File: config.mk
export PLATFORM = sky130hd
export DESIGN_NAME = miller_rabin_round_top_flat
export DESIGN_NICKNAME = d
export VERILOG_FILES = /design/src/sv/mrr_pkg.sv /design/src/sv/mrr_if.sv /design/src/sv/mrr_front.sv /design/src/sv/mrr_back.sv /design/src/sv/miller_rabin_round_top.sv /design/src/flat_wrapper.sv
export SDC_FILE = /design/constraint.sdc
export NUM_CORES = 1
export LEC_CHECK = 0
export BUFFER_PORTS_ARGS = -buffer_cell sky130_fd_sc_hd__buf_2
export CORE_MARGIN = 5
export CORE_UTILIZATION = 60
export CTS_CLUSTER_SIZE = 24
export DETAILED_ROUTE_END_ITERATION = 6
export GPL_TIMING_DRIVEN = 0
export HOLD_SLACK_MARGIN = 0.12
export MAX_ROUTING_LAYER = met4
export PLACE_DENSITY = 0.83
export RECOVER_POWER = 25
export SLEW_MARGIN = 20
export SYNTH_ARGS = -nofsm -noshare
export SYNTH_HDL_FRONTEND = slang
export SYNTH_HIERARCHICAL = 1
export SYNTH_SLANG_ARGS = --single-unit
File: constraint.sdc
create_clock -name clk -period 10.55 [get_ports clk]
set_clock_uncertainty 0.1 [all_clocks]
set_input_delay 1.055 -clock clk [delete_from_list [all_inputs] [get_ports clk]]
set_output_delay 1.055 -clock clk [all_outputs]
set_load 0.03 [all_outputs]
File: src/sv/mrr_pkg.sv
// Package: verdict codes for the Miller-Rabin round block.
package mrr_pkg;
  localparam logic [1:0] VERDICT_COMPOSITE   = 2'd0;
  localparam logic [1:0] VERDICT_PRIME       = 2'd1;
  localparam logic [1:0] VERDICT_BAD_WITNESS = 2'd2;
endpackage

File: src/sv/mrr_if.sv
// Interfaces: input item channel and result item channel.
interface mrr_in_if;
  logic        valid;
  logic        ready;
  logic [31:0] candidate;
  logic [31:0] witness;
  modport source (output valid, candidate, witness, input ready);
  modport sink (input valid, candidate, witness, output ready);
endinterface

interface mrr_out_if;
  logic       valid;
  logic       ready;
  logic [1:0] verdict;
  modport source (output valid, verdict, input ready);
  modport sink (input valid, verdict, output ready);
endinterface

File: src/sv/mrr_front.sv
// Front end: accept items, settle trivial cases, queue work for the round engine.
module mrr_front #(
  parameter int NUM_WIDTH = 32
) (
  input  logic                 clk,
  input  logic                 rst,
  mrr_in_if.sink               in_ch,
  output logic                 q_valid,
  input  logic                 q_ready,
  output logic                 q_direct,
  output logic [1:0]           q_verdict,
  output logic [NUM_WIDTH-1:0] q_n,
  output logic [NUM_WIDTH-1:0] q_a
);
  logic [NUM_WIDTH-1:0] n, a;
  logic                 direct;
  logic [1:0]           verdict;
  logic                 full;

  assign n = in_ch.candidate[NUM_WIDTH-1:0];
  assign a = in_ch.witness[NUM_WIDTH-1:0];

  always_comb begin
    direct  = 1'b1;
    verdict = mrr_pkg::VERDICT_COMPOSITE;
    if (n < NUM_WIDTH'(4)) begin
      verdict = (n >= NUM_WIDTH'(2)) ? mrr_pkg::VERDICT_PRIME : mrr_pkg::VERDICT_COMPOSITE;
    end else if (!n[0]) begin
      verdict = mrr_pkg::VERDICT_COMPOSITE;
    end else if (a < NUM_WIDTH'(2) || a > n - NUM_WIDTH'(2)) begin
      verdict = mrr_pkg::VERDICT_BAD_WITNESS;
    end else begin
      direct = 1'b0;
    end
  end

  // One-entry queue toward the back end.
  assign in_ch.ready = !full || q_ready;
  assign q_valid     = full;

  always_ff @(posedge clk) begin
    if (rst) begin
      full <= 1'b0;
    end else if (in_ch.valid && in_ch.ready) begin
      full <= 1'b1;
    end else if (q_ready) begin
      full <= 1'b0;
    end
    if (in_ch.valid && in_ch.ready) begin
      q_direct  <= direct;
      q_verdict <= verdict;
      q_n       <= n;
      q_a       <= a;
    end
  end
endmodule

File: src/sv/mrr_back.sv
// Back end: run one Miller-Rabin round with a shift-add modular multiplier.
module mrr_back #(
  parameter int NUM_WIDTH = 32
) (
  input  logic                 clk,
  input  logic                 rst,
  input  logic                 q_valid,
  output logic                 q_ready,
  input  logic                 q_direct,
  input  logic [1:0]           q_verdict,
  input  logic [NUM_WIDTH-1:0] q_n,
  input  logic [NUM_WIDTH-1:0] q_a,
  mrr_out_if.source            out_ch
);
  localparam int CW = $clog2(NUM_WIDTH + 1);

  typedef enum logic [2:0] {
    S_IDLE, S_SPLIT, S_POW_MUL, S_POW_SQ, S_CHECK, S_LOOP, S_DONE
  } state_t;

  state_t               state;
  logic [NUM_WIDTH-1:0] n, r, acc, sq;
  logic [CW-1:0]        s, j;
  logic [1:0]           verdict;

  // Multiplier: x*y mod n, one bit of y per cycle, MSB first.
  logic                 m_busy, m_start;
  logic [NUM_WIDTH-1:0] m_x, m_y, m_p;
  logic [CW-1:0]        m_cnt;
  logic [NUM_WIDTH:0]   m_dbl, m_sum;
  logic [NUM_WIDTH-1:0] m_d, m_next;

  always_comb begin
    m_dbl  = {m_p, 1'b0};
    m_d    = (m_dbl >= {1'b0, n}) ? NUM_WIDTH'(m_dbl - {1'b0, n}) : m_dbl[NUM_WIDTH-1:0];
    m_sum  = {1'b0, m_d} + (m_y[NUM_WIDTH-1] ? {1'b0, m_x} : '0);
    m_next = (m_sum >= {1'b0, n}) ? NUM_WIDTH'(m_sum - {1'b0, n}) : m_sum[NUM_WIDTH-1:0];
  end

  assign q_ready      = (state == S_IDLE);
  assign out_ch.valid = (state == S_DONE);
  assign out_ch.verdict = verdict;

  always_ff @(posedge clk) begin
    if (rst) begin
      state   <= S_IDLE;
      m_busy  <= 1'b0;
      m_start <= 1'b0;
    end else begin
      if (m_busy) begin
        m_p   <= m_next;
        m_y   <= {m_y[NUM_WIDTH-2:0], 1'b0};
        m_cnt <= m_cnt - CW'(1);
        if (m_cnt == CW'(1)) m_busy <= 1'b0;
      end
      case (state)
        S_IDLE: begin
          if (q_valid) begin
            n <= q_n;
            verdict <= q_verdict;
            if (q_direct) begin
              state <= S_DONE;
            end else begin
              r <= q_n - NUM_WIDTH'(1);
              s <= '0;
              acc <= NUM_WIDTH'(1);
              sq <= q_a;
              state <= S_SPLIT;
            end
          end
        end
        S_SPLIT: begin
          if (!r[0]) begin
            r <= r >> 1;
            s <= s + CW'(1);
          end else begin
            state <= S_POW_MUL;
          end
        end
        S_POW_MUL: begin
          // Multiply acc by sq when the low exponent bit is set, else square sq.
          if (m_start) begin
            m_start <= 1'b0;
          end else if (!m_busy) begin
            if (r == '0) begin
              state <= S_CHECK;
            end else if (r[0]) begin
              m_x <= acc; m_y <= sq; m_p <= '0; m_cnt <= CW'(NUM_WIDTH);
              m_busy <= 1'b1; m_start <= 1'b1; state <= S_POW_SQ;
            end else begin
              m_x <= sq; m_y <= sq; m_p <= '0; m_cnt <= CW'(NUM_WIDTH);
              m_busy <= 1'b1; m_start <= 1'b1; state <= S_POW_SQ;
            end
          end
        end
        S_POW_SQ: begin
          // Clear the exponent bit after a multiply, shift it out after a square.
          if (m_start) begin
            m_start <= 1'b0;
          end else if (!m_busy) begin
            if (r[0]) begin
              acc <= m_p;
              r[0] <= 1'b0;
            end else begin
              sq <= m_p;
              r <= r >> 1;
            end
            state <= S_POW_MUL;
          end
        end
        S_CHECK: begin
          j <= CW'(1);
          if (acc == NUM_WIDTH'(1) || acc == n - NUM_WIDTH'(1)) begin
            verdict <= mrr_pkg::VERDICT_PRIME; state <= S_DONE;
          end else if (s <= CW'(1)) begin
            verdict <= mrr_pkg::VERDICT_COMPOSITE; state <= S_DONE;
          end else begin
            m_x <= acc; m_y <= acc; m_p <= '0; m_cnt <= CW'(NUM_WIDTH);
            m_busy <= 1'b1; m_start <= 1'b1; state <= S_LOOP;
          end
        end
        S_LOOP: begin
          if (m_start) begin
            m_start <= 1'b0;
          end else if (!m_busy) begin
            if (m_p == n - NUM_WIDTH'(1)) begin
              verdict <= mrr_pkg::VERDICT_PRIME; state <= S_DONE;
            end else if (m_p == NUM_WIDTH'(1) || j + CW'(1) >= s) begin
              verdict <= mrr_pkg::VERDICT_COMPOSITE; state <= S_DONE;
            end else begin
              j <= j + CW'(1);
              m_x <= m_p; m_y <= m_p; m_p <= '0; m_cnt <= CW'(NUM_WIDTH);
              m_busy <= 1'b1; m_start <= 1'b1;
            end
          end
        end
        S_DONE: begin
          if (out_ch.ready) state <= S_IDLE;
        end
        default: state <= S_IDLE;
      endcase
    end
  end

`ifndef SYNTHESIS
  a_busy_only_in_work: assert property (@(posedge clk) disable iff (rst)
    m_busy |-> (state == S_POW_SQ || state == S_LOOP))
    else $error("multiplier running outside a round");
  a_done_holds: assert property (@(posedge clk) disable iff (rst)
    (out_ch.valid && !out_ch.ready) |=> (out_ch.valid && $stable(verdict)))
    else $error("result dropped while stalled");
  a_accept_idle: assert property (@(posedge clk) disable iff (rst)
    (q_valid && q_ready) |=> (state != S_IDLE))
    else $error("queued item not taken");
`endif
endmodule

File: src/sv/miller_rabin_round_top.sv
// Top level of the Miller-Rabin round block.
//  channel | dir | payload                  | handshake
//  in_ch   | in  | candidate[31:0], witness | valid/ready
//  out_ch  | out | verdict[1:0]             | valid/ready
// Trivial items (small, even or bad witness) skip the round; their verdict passes the queue and S_DONE.
// A full round splits s factors of two out of n-1, then runs at most about 2*NUM_WIDTH
// multiplications on the bit-serial multiplier.
// Reset (rst, synchronous) empties the queue and idles the round engine.
// A one-item queue lets the front accept while the back computes or waits.
module miller_rabin_round_top #(
  parameter int NUM_WIDTH = 32
) (
  input logic       clk,
  input logic       rst,
  mrr_in_if.sink    in_ch,
  mrr_out_if.source out_ch
);
  logic                 q_valid, q_ready, q_direct;
  logic [1:0]           q_verdict;
  logic [NUM_WIDTH-1:0] q_n, q_a;

  // Classify items and hold one for the engine.
  mrr_front #(.NUM_WIDTH(NUM_WIDTH)) u_front (
    .clk, .rst, .in_ch, .q_valid, .q_ready, .q_direct, .q_verdict, .q_n, .q_a
  );

  // Run the round and present the verdict.
  mrr_back #(.NUM_WIDTH(NUM_WIDTH)) u_back (
    .clk, .rst, .q_valid, .q_ready, .q_direct, .q_verdict, .q_n, .q_a, .out_ch
  );
endmodule
File: src/flat_wrapper.sv
// flat-port wrapper written by rule: the top's interface ports become plain ports
module miller_rabin_round_top_flat 
#(
  parameter int NUM_WIDTH = 32
)
  (clk, rst, in_ch_valid, in_ch_candidate, in_ch_witness, in_ch_ready, out_ch_valid, out_ch_verdict, out_ch_ready);
  mrr_in_if in_ch_i ();
  mrr_out_if out_ch_i ();
  input logic clk;
  input logic rst;
  input wire logic [$bits(in_ch_i.valid)-1:0] in_ch_valid;
  input wire logic [$bits(in_ch_i.candidate)-1:0] in_ch_candidate;
  input wire logic [$bits(in_ch_i.witness)-1:0] in_ch_witness;
  output wire logic [$bits(in_ch_i.ready)-1:0] in_ch_ready;
  output wire logic [$bits(out_ch_i.valid)-1:0] out_ch_valid;
  output wire logic [$bits(out_ch_i.verdict)-1:0] out_ch_verdict;
  input wire logic [$bits(out_ch_i.ready)-1:0] out_ch_ready;
  assign in_ch_i.valid = in_ch_valid;
  assign in_ch_i.candidate = in_ch_candidate;
  assign in_ch_i.witness = in_ch_witness;
  assign in_ch_ready = in_ch_i.ready;
  assign out_ch_valid = out_ch_i.valid;
  assign out_ch_verdict = out_ch_i.verdict;
  assign out_ch_i.ready = out_ch_ready;
  miller_rabin_round_top #(.NUM_WIDTH(NUM_WIDTH)) u_core (.clk(clk), .rst(rst), .in_ch(in_ch_i), .out_ch(out_ch_i));
endmodule
## After elaboration in Yosys (flattened, before gate mapping)

Index checks and enable logic that the tools add are counted.

| operators by class | value |
|---|---|
| shift-type cells | 0 |
| $add $sub $neg | 9 |
| reductions and logical operators | 28 |
| $lt $le $gt $ge | 8 |
| divide/modulo/power cells | 0 |
| bitwise gates (word level) | 2 |
| mux-type cells | 129 |
| equality and inequality tests | 31 |
| $mul | 0 |

Operator list:

| cell | number |
|---|---|
| two-way mux 32 bit | 48 |
| one-hot mux 32 bit (3 select lines) | 4 |
| one-hot mux 32 bit (2 select lines) | 2 |
| two-way mux 6 bit | 17 |
| greater-or-equal comparator 33 x 32 -> 1 bit | 2 |
| equality test 32 x 1 -> 1 bit (second input constant) | 2 |
| equality test 32 bit | 2 |
| subtractor 32 x 1 -> 32 bit (second input constant) | 2 |
| subtractor 32 bit | 2 |
| two-way mux 3 bit | 13 |
| adder 32 x 32 -> 33 bit | 1 |
| greater-or-equal comparator 32 x 2 -> 1 bit (second input constant) | 1 |
| greater-than comparator 32 bit | 1 |
| logical NOT 32 bit | 1 |
| < comparator 32 x 2 -> 1 bit (second input constant) | 1 |
| < comparator 32 x 3 -> 1 bit (second input constant) | 1 |
| != test 2 bit (second input constant) | 16 |
| subtractor 32 x 2 -> 32 bit (second input constant) | 1 |
| two-way mux 31 bit | 1 |
| two-way mux 1 bit | 25 |
| two-way mux 2 bit | 12 |
| one-hot mux 6 bit (2 select lines) | 2 |
| one-hot mux 3 bit (7 select lines) | 1 |
| AND reduction 7 bit | 3 |
| other kinds (29) | 46 |

| storage, ports and cells | value |
|---|---|
| logic and storage cells | 227 |
| output and inout port bits | 4 |
| flip-flop bits (word level) | 317 |
| ROM bits | 0 |
| latch bits | 0 |
| memory bits (writable) | 0 |
| memories kept | 0 |

## Logic depth before layout (Yosys ltp)

Gate-level depths: netlist (run 1).

| logic depth | value |
|---|---|
| word-level depth | 11 |
| depth in mapped cells | 36 |
| depth with buffers taken out | 32 |

## By module

Netlist (run 1), hierarchy kept.

Modules (own cells, without submodules):

| module | area an instance (um2) | cells each | times used | seq. area each (um2) |
|---|---|---|---|---|
| mrr_back | 20,294.5 | 2,158 | 1 | 7,427.1 |
| mrr_front | 3,444.6 | 258 | 1 | 2,031.9 |

## Worst setup path before layout (run 1)

No wires, ideal clock.

| timing | value |
|---|---|
| kind | reg-to-reg |
| start point | register u_core.u_back.n[3] |
| end point | register u_core.u_back.m_p[20] (data pin) |
| library setup time | 0.282 ns |
| data arrival time | 8.640 ns |
| buffers on the path | 4 |
| slack | 1.528 ns |
| cell stages (with the launch flop) | 34 |
| path through | edfxtp_1 > clkbuf_1 > inv_1 > ha_1 > o21a_1 > o31a_1 > o21ai_0 > a2111oi_0 > o31ai_1 > o211ai_1 > a21boi_0 > o211ai_1 > clkbuf_1 > clkbuf_1 > a21oi_1 > ha_1 > a21oi_1 > o22ai_1 > a2111oi_0 > o311ai_0 > a21oi_1 > o21bai_1 > xor2_1 > ha_1 > and4_1 > and2_1 > nand4_1 > nor2b_1 > a211oi_1 > o21a_1 > o211ai_1 > clkbuf_1 > mux2i_1 > a211oi_2 |

| on the way | value |
|---|---|
| cells in the longest elaborated chain, start to end | 11 |

RTL lines:

| item | RTL line | RTL |
|---|---|---|
| start: declaration | mrr_back.sv:22 | `logic [NUM_WIDTH-1:0] n, r, acc, sq;` |
| start signal: assignment | mrr_back.sv:59 | `n <= q_n;` |
| subtractor 32 bit or greater-or-equal comparator 33 x 32 -> 1 bit (tied branches) | mrr_back.sv:35 | `m_d = (m_dbl >= {1'b0, n}) ? NUM_WIDTH'(m_dbl - {1'b0, n}) : m_dbl[NUM_WIDTH-1:0];` |
| two-way mux 32 bit | mrr_back.sv:35 |  |
| adder 32 x 32 -> 33 bit | mrr_back.sv:36 | `m_sum = {1'b0, m_d} + (m_y[NUM_WIDTH-1] ? {1'b0, m_x} : '0);` |
| subtractor 32 bit or greater-or-equal comparator 33 x 32 -> 1 bit (tied branches) | mrr_back.sv:37 | `m_next = (m_sum >= {1'b0, n}) ? NUM_WIDTH'(m_sum - {1'b0, n}) : m_sum[NUM_WIDTH-1:0];` |
| two-way mux 32 bit | mrr_back.sv:37 |  |
| two-way mux 32 bit | mrr_back.sv:50 | `if (m_busy) begin` |
| two-way mux 32 bit | mrr_back.sv:128 | `end else if (m_p == NUM_WIDTH'(1) \|\| j + CW'(1) >= s) begin` |
| two-way mux 32 bit | mrr_back.sv:126 | `if (m_p == n - NUM_WIDTH'(1)) begin` |
| two-way mux 32 bit | mrr_back.sv:125 | `end else if (!m_busy) begin` |
| two-way mux 32 bit | mrr_back.sv:123 | `if (m_start) begin` |
| one-hot mux 32 bit (3 select lines) (*) | mrr_back.sv:56 | `case (state)` |
| end signal: assignment | mrr_back.sv:51 | `m_p <= m_next;` |
| end: declaration | mrr_back.sv:28 | `logic [NUM_WIDTH-1:0] m_x, m_y, m_p;` |

Mark *: on every way between the ends. The rest lies on a longest branch, timed or not.
A chain may end at the register's enable or synchronous reset.

## Worst setup path after layout (run 1)

| timing | value |
|---|---|
| start point | register u_core.u_back.n[3] |
| end point | register u_core.u_back.m_p[7] (data pin) |

Same word-level chain as after synthesis.

==> reports/results.ini, run 1 <==
[drt]
wirelength_mm=80.5
routedWlPerCell_um=26.1
vias=20986
top_layer=met4
met3WireLength_mm=7.01
dr.pass1.iters=7
m1WireLength_mm=30.3
wl_met2_mm=38.1
ant_nets=0
viasPerCell=6.80
drc=10
initialDrtViolationCount=2679

[worst_setup_path]
cp-start-kind=flip-flop
cpLargestDelayFamily=compound AO/OA/AOI/OAI gates
critPathMaxStageDelay_ns=0.53
cp-end-kind=flip-flop
cp.required_ns=10.75
cp_slowest_cell=clkbuf_1
path_class=flip-flop to flip-flop
crit_top_cell=o211ai_1
cp.arrival_ns=10.26
crit_buf_inv=7
cp_max_fo=13

[synthesis]
synth_seq_cells=317
synth_area_leaders=edfxtp_1, ha_1, xnor2_1
ys.flop_type=edfxtp_1
yosysMostFrequentCell=edfxtp_1
yosysTopAreaCellShare_pct=39.3
synth_area_um2=23700
yosys_warnings=6
synth_xor_area_share_pct=8.11
synth-async-reset-ratio_pct=0
yosysSeqAreaShare_pct=39.8
netlist_instances=2416
synthMuxAreaShare_pct=5.24
netlist_top_cells_count=edfxtp_1, nor2_1, xnor2_1
synth_cell_type_count=92
synthAdderAreaFrac_pct=7.84
yosys.area_share.simple_pct=17.9
synth_top_family_by_area=simple AND/OR/NAND/NOR gates
synth_largest_area_cell=edfxtp_1
synth_edf_count=311
syn_area_per_cell_um2=9.83
synth_compound_area_share_pct=17.6
syn-num-nets=2631

[floorplan]
core_um2=38900
die-area_um2=43600
die_w_um=209
chipHeight_um=209
row_count=72
initial_core_util_pct=61.0
io_pins=72

[global_routing]
grt_antenna_before_repair=0
grt_pass1_vias=20183
grt.overflow.total=0
track_usage_pct=36.7
grt_max_degree=66
grt_pass1_wl_mm=121

[timing]
worst_pin_slew_ns=3.33
relSlewSlack_pct=-122
hold_violations=0
setup_viol=0
fmax_ghz=0.0994
period_share_pct=95.3
hold_slack_ns=0.417
rsz0062_at_grt=no
setup_ws_ns=0.495
fin_crit_ns=10.06
tns_ns=0
slew_viol_final=142

[clocking]
cts_hold_buf=0
worstSkewPairLatency_ns=0.57
cts_sinks=317
cts_tree=built
cts_buffer_depth=3
ctsHtreeMaxLevel=2
cts_buffers=37
clk_pin_slew_ns=0.06
root_buffer=clkbuf_16

[finish]
syn2layout_area_growth_pct=10.3
utilization_pct=67.3
nets=2752
drive_gt1_share_pct=8.81
n_antenna_cell=0

[placed_design]
hpwl_mm=63.2
portBuffers=71
dp_slack_ns=-2.02
gp_congestion=1.02

[run_status]
violations=design-rule violations, max-capacitance violations, max-slew violations
status=finished with violations

[run]
maxCapViolCount=3

[min_path]
hold_class=flip-flop to flip-flop

## layout by cell type (no fill, tap or decap), drive strengths merged, types with 42 or more instances in the layout
cell      n
mux2i    68
inv      83
a211oi   43
xor2     57
nand4    46
and2     46
nor4     63
a21oi   123
o21ai   115
nor3     67
mux2     50
nand2   126
nor2    242
buf      46
nand3    49
ha      144
a21o     83
and3     42
edfxtp  311
xnor2   155
clkbuf  203
## per-layer routing
layer / GRT usage, % / vias to the layer above
li1: - / 9430
met1: 44.8 / 9988
met2: 59.7 / 1291
met3: 5.10 / 277
met4: 18.9 / 0
met5: - / -
## final timing paths
| check | from | to | slack, ns | cells past startpoint |
|---|---|---|---|---|
| worst min register to register | u_core/u_front/q_n[31]$_DFFE_PP_ | u_core/u_back/n[31]$_DFFE_PP_ | 0.42 | 0 |
| worst max-delay path | u_core/u_back/n[3]$_DFFE_PP_ | u_core/u_back/m_p[7]$_DFFE_PN_ | 0.49 | 34 |
| worst max register to register | u_core/u_back/n[3]$_DFFE_PP_ | u_core/u_back/m_p[7]$_DFFE_PN_ | 0.49 | 34 |
| worst min-delay path | u_core/u_front/q_n[31]$_DFFE_PP_ | u_core/u_back/n[31]$_DFFE_PP_ | 0.42 | 0 |
## cells by family after synthesis
logic type,after synthesis
AOI/OAI and AO/OA,608
xor gates and xnor gates,215
adders and majority gates,147
buffers and inverters,205
DFF,317
muxes,118
and+or+nand+nor,806
## timing repair
action / 4_1_cts / 5_1_grt
endpoints found under the setup margin: 32 / 32
pin swaps: 1 / 2
resized for setup: 11 / 9
buffers inserted: 2 / 2
## flip-flops by register name, indices dropped and copies added, names as in the netlist, 2 cells and up
signal / count
u_core/u_back/acc: 32
u_core/u_back/n: 32
u_core/u_back/s: 6
u_core/u_back/j: 6
u_core/u_front/q_n: 32
u_core/u_back/sq: 32
u_core/u_back/r: 32
u_core/u_back/out_ch.verdict: 2
u_core/u_front/q_a: 32
u_core/u_front/q_verdict: 2
u_core/u_back/m_x: 32
u_core/u_back/state: 3
u_core/u_back/m_p: 32
u_core/u_back/m_cnt: 6
u_core/u_back/m_y: 32
## area by class of cell
class                           instances  area, um^2
Multi-Input combinational cell       1894       13500
Fill cell                            3100       12700
Sequential cell                       317        9460
Clock buffer                           46         970
Tap cell                              518         648
Buffer                                118         515
Timing Repair Buffer                   85         402
Inverter                               84         317
Clock inverter                         22         315
## worst reg2reg max path: cells and delay by family (launching register included)
kind                       cells  cell delay, ns
muxes                          1            0.12
and+or+nand+nor                5            1.17
adders and majority gates      3            1.14
AOI/OAI and AO/OA             18            4.77
buffers and inverters          7            2.09
DFF                            1            0.41
## per-stage QoR
stage	instance area, um^2	std cells
2_1_floorplan	23700	2416
4_1_cts	26300	3085
5_1_grt	26200	3084
6_report	26200	3084
3_3_place_gp	24700	3005
3_5_place_dp	24900	3015
Power of run 1 is left out: the tool's default activity adds up to more than one toggle a clock period on the data nets, which glitch-free logic cannot reach.
==> inputs of run 2 (changes only) <==
--- a/config.mk
+++ b/config.mk
@@ -5,15 +5,14 @@
 export SDC_FILE = /design/constraint.sdc
 export NUM_CORES = 1
 export LEC_CHECK = 0
-export BUFFER_PORTS_ARGS = -buffer_cell sky130_fd_sc_hd__buf_2
 export CORE_MARGIN = 5
 export CORE_UTILIZATION = 60
 export CTS_CLUSTER_SIZE = 24
 export DETAILED_ROUTE_END_ITERATION = 6
+export DONT_BUFFER_PORTS = 1
 export GPL_TIMING_DRIVEN = 0
-export HOLD_SLACK_MARGIN = 0.12
 export MAX_ROUTING_LAYER = met4
-export PLACE_DENSITY = 0.83
+export PLACE_DENSITY = 0.77
 export RECOVER_POWER = 25
 export SLEW_MARGIN = 20
 export SYNTH_ARGS = -nofsm -noshare
==> run 2 against run 1 <==
Compared with the run above: the flow finishes with violations (max-capacitance violations, max-slew violations); count of clock-buffer cells in the layout is 8 lower; sequential share of layout area is 0.52 points higher; cell count fell by 2.3%; core utilization shrank 0.96 points; wire length fell by 1.5%; largest cell class unchanged.
==> reports/results.ini, run 2 (same netlist as run 1, synthesis figures left out) <==
[global_routing]
use_met3_pct=5.61
met1_usage_pct=44.0
grt_pass1_wl_mm=118
grt_pass1_vias=19853
grt_max_degree=68
grt.busiest_layer=met2
use_met2_pct=57.9
grt_antenna_before_repair=1
grt.overflow.total=0
track_usage_pct=36.1

[floorplan]
core_um2=38900
die-area_um2=43600
io_pins=72
initial_core_util_pct=61.0
chipHeight_um=209
row_count=72
die_w_um=209

[timing]
tns_ns=0
fin_crit_ns=10.26
fmax_ghz=0.0975
setup_ws_ns=0.294
worst_pin_slew_ns=3.17
setup_viol=0
relSlewSlack_pct=-111
rsz0062_at_grt=no
period_share_pct=97.2
slew_viol_final=76
hold_violations=0

[placed_design]
portBuffers=0
gp_congestion=1.03
dp_cells=2944
hpwl_mm=62.2
dp_slack_ns=-2.23

[worst_setup_path]
cp-start-kind=flip-flop
critPathMaxStageDelay_ns=0.55
cp.arrival_ns=10.44
cp_max_fo=10
r2r_cells=37
cp_slowest_cell=a21oi_1
path_class=flip-flop to flip-flop
cp-end-kind=flip-flop
cp.required_ns=10.74

[min_path]
min_path_cells=2
hold_class=flip-flop to flip-flop

[drt]
routedWlPerCell_um=26.3
dr.pass1.iters=6
wirelength_mm=79.3
vias=20477
initialDrtViolationCount=2221
ant_nets=0
drc=0
viasPerCell=6.79

[run_status]
violations=max-capacitance violations, max-slew violations
status=finished with violations

[finish]
syn2layout_area_growth_pct=8.68
final_cells=3014
most-common-layout-cells=edfxtp_1, nor2_1, xnor2_1, ha_1, nand2_1
drive_gt1_share_pct=8.78
mostFrequentLayoutCell=edfxtp_1
nets=2683

[clocking]
cts_tree=built
worstSkewPairLatency_ns=0.58
clk_pin_slew_ns=0.06
root_buffer=clkbuf_16
cts_buffers=36
cts_hold_buf=0
ctsHtreeMaxLevel=2
cts_sinks=317
cts_buffer_depth=3

[run]
maxCapViolCount=2

[run 2: changes by cell type in the layout (fill, tap and decap cells not counted), moves of 3 or more]
cell,delta
clkbuf_1,-71
and2_1,+4
clkinv_2,+3
buf_2,-8
and2_0,-5
clkinv_1,+5
bufinv_16,-3
[run 2: layout make-up]
type | count | area (um^2)
Clock buffer | 38 | 930
Inverter | 84 | 317
Multi-Input combinational cell | 1894 | 13500
Clock inverter | 27 | 238
Tap cell | 518 | 648
Buffer | 120 | 526
Fill cell | 3148 | 13100
Timing Repair Buffer | 15 | 156
Sequential cell | 317 | 9460
Antenna cell | 1 | 2.50
[run 2: timing repair]
| action | 4_1_cts | 5_1_grt |
|---|---|---|
| endpoints found under the setup margin | 32 | 32 |
| gates resized for setup | 12 | 7 |
| buffers inserted | 2 | 3 |
| pin swaps | 1 | 2 |
[run 2: worst max-delay path: cells and delay by family, from the launching register on]
family / cells / cell delay (ns)
xor gates and xnor gates: 1 / 0.15
buffers and inverters: 10 / 2.48
and+or+nand+nor: 7 / 1.44
DFF: 1 / 0.37
AOI/OAI and AO/OA: 16 / 4.32
adders and majority gates: 3 / 1.10
[run 2: per-stage QoR]
stage | utilization (%) | hold WS, ns | area [um^2]
5_1_grt | 66.3 | 0.414 | 25800
3_3_place_gp | 62.7 | 0.383 | 24400
3_5_place_dp | 63.1 | 0.383 | 24600
4_1_cts | 66.3 | 0.391 | 25800
6_report | 66.3 | 0.391 | 25800
2_1_floorplan | - | 0.348 | 23700
[run 2: metal layers]
metal / vias to the layer above / wire length, um
met1: 9749 / 30200
met4: 0 / 5270
met2: 1173 / 36700
met5: - / 0
li1: 9257 / -
met3: 298 / 7170
[run 2: final timing paths]
path,startpoint,end,slack [ns]
setup / recovery,u_core/u_back/n[7]$_DFFE_PP_,u_core/u_back/m_p[28]$_DFFE_PN_,0.29
hold / removal,u_core/u_back/m_start$_SDFFE_PP0P_,u_core/u_back/m_start$_SDFFE_PP0P_,0.39
setup reg to reg,u_core/u_back/n[7]$_DFFE_PP_,u_core/u_back/m_p[28]$_DFFE_PN_,0.29
hold reg to reg,u_core/u_back/m_start$_SDFFE_PP0P_,u_core/u_back/m_start$_SDFFE_PP0P_,0.39
Power of run 2 is left out for the same reason.
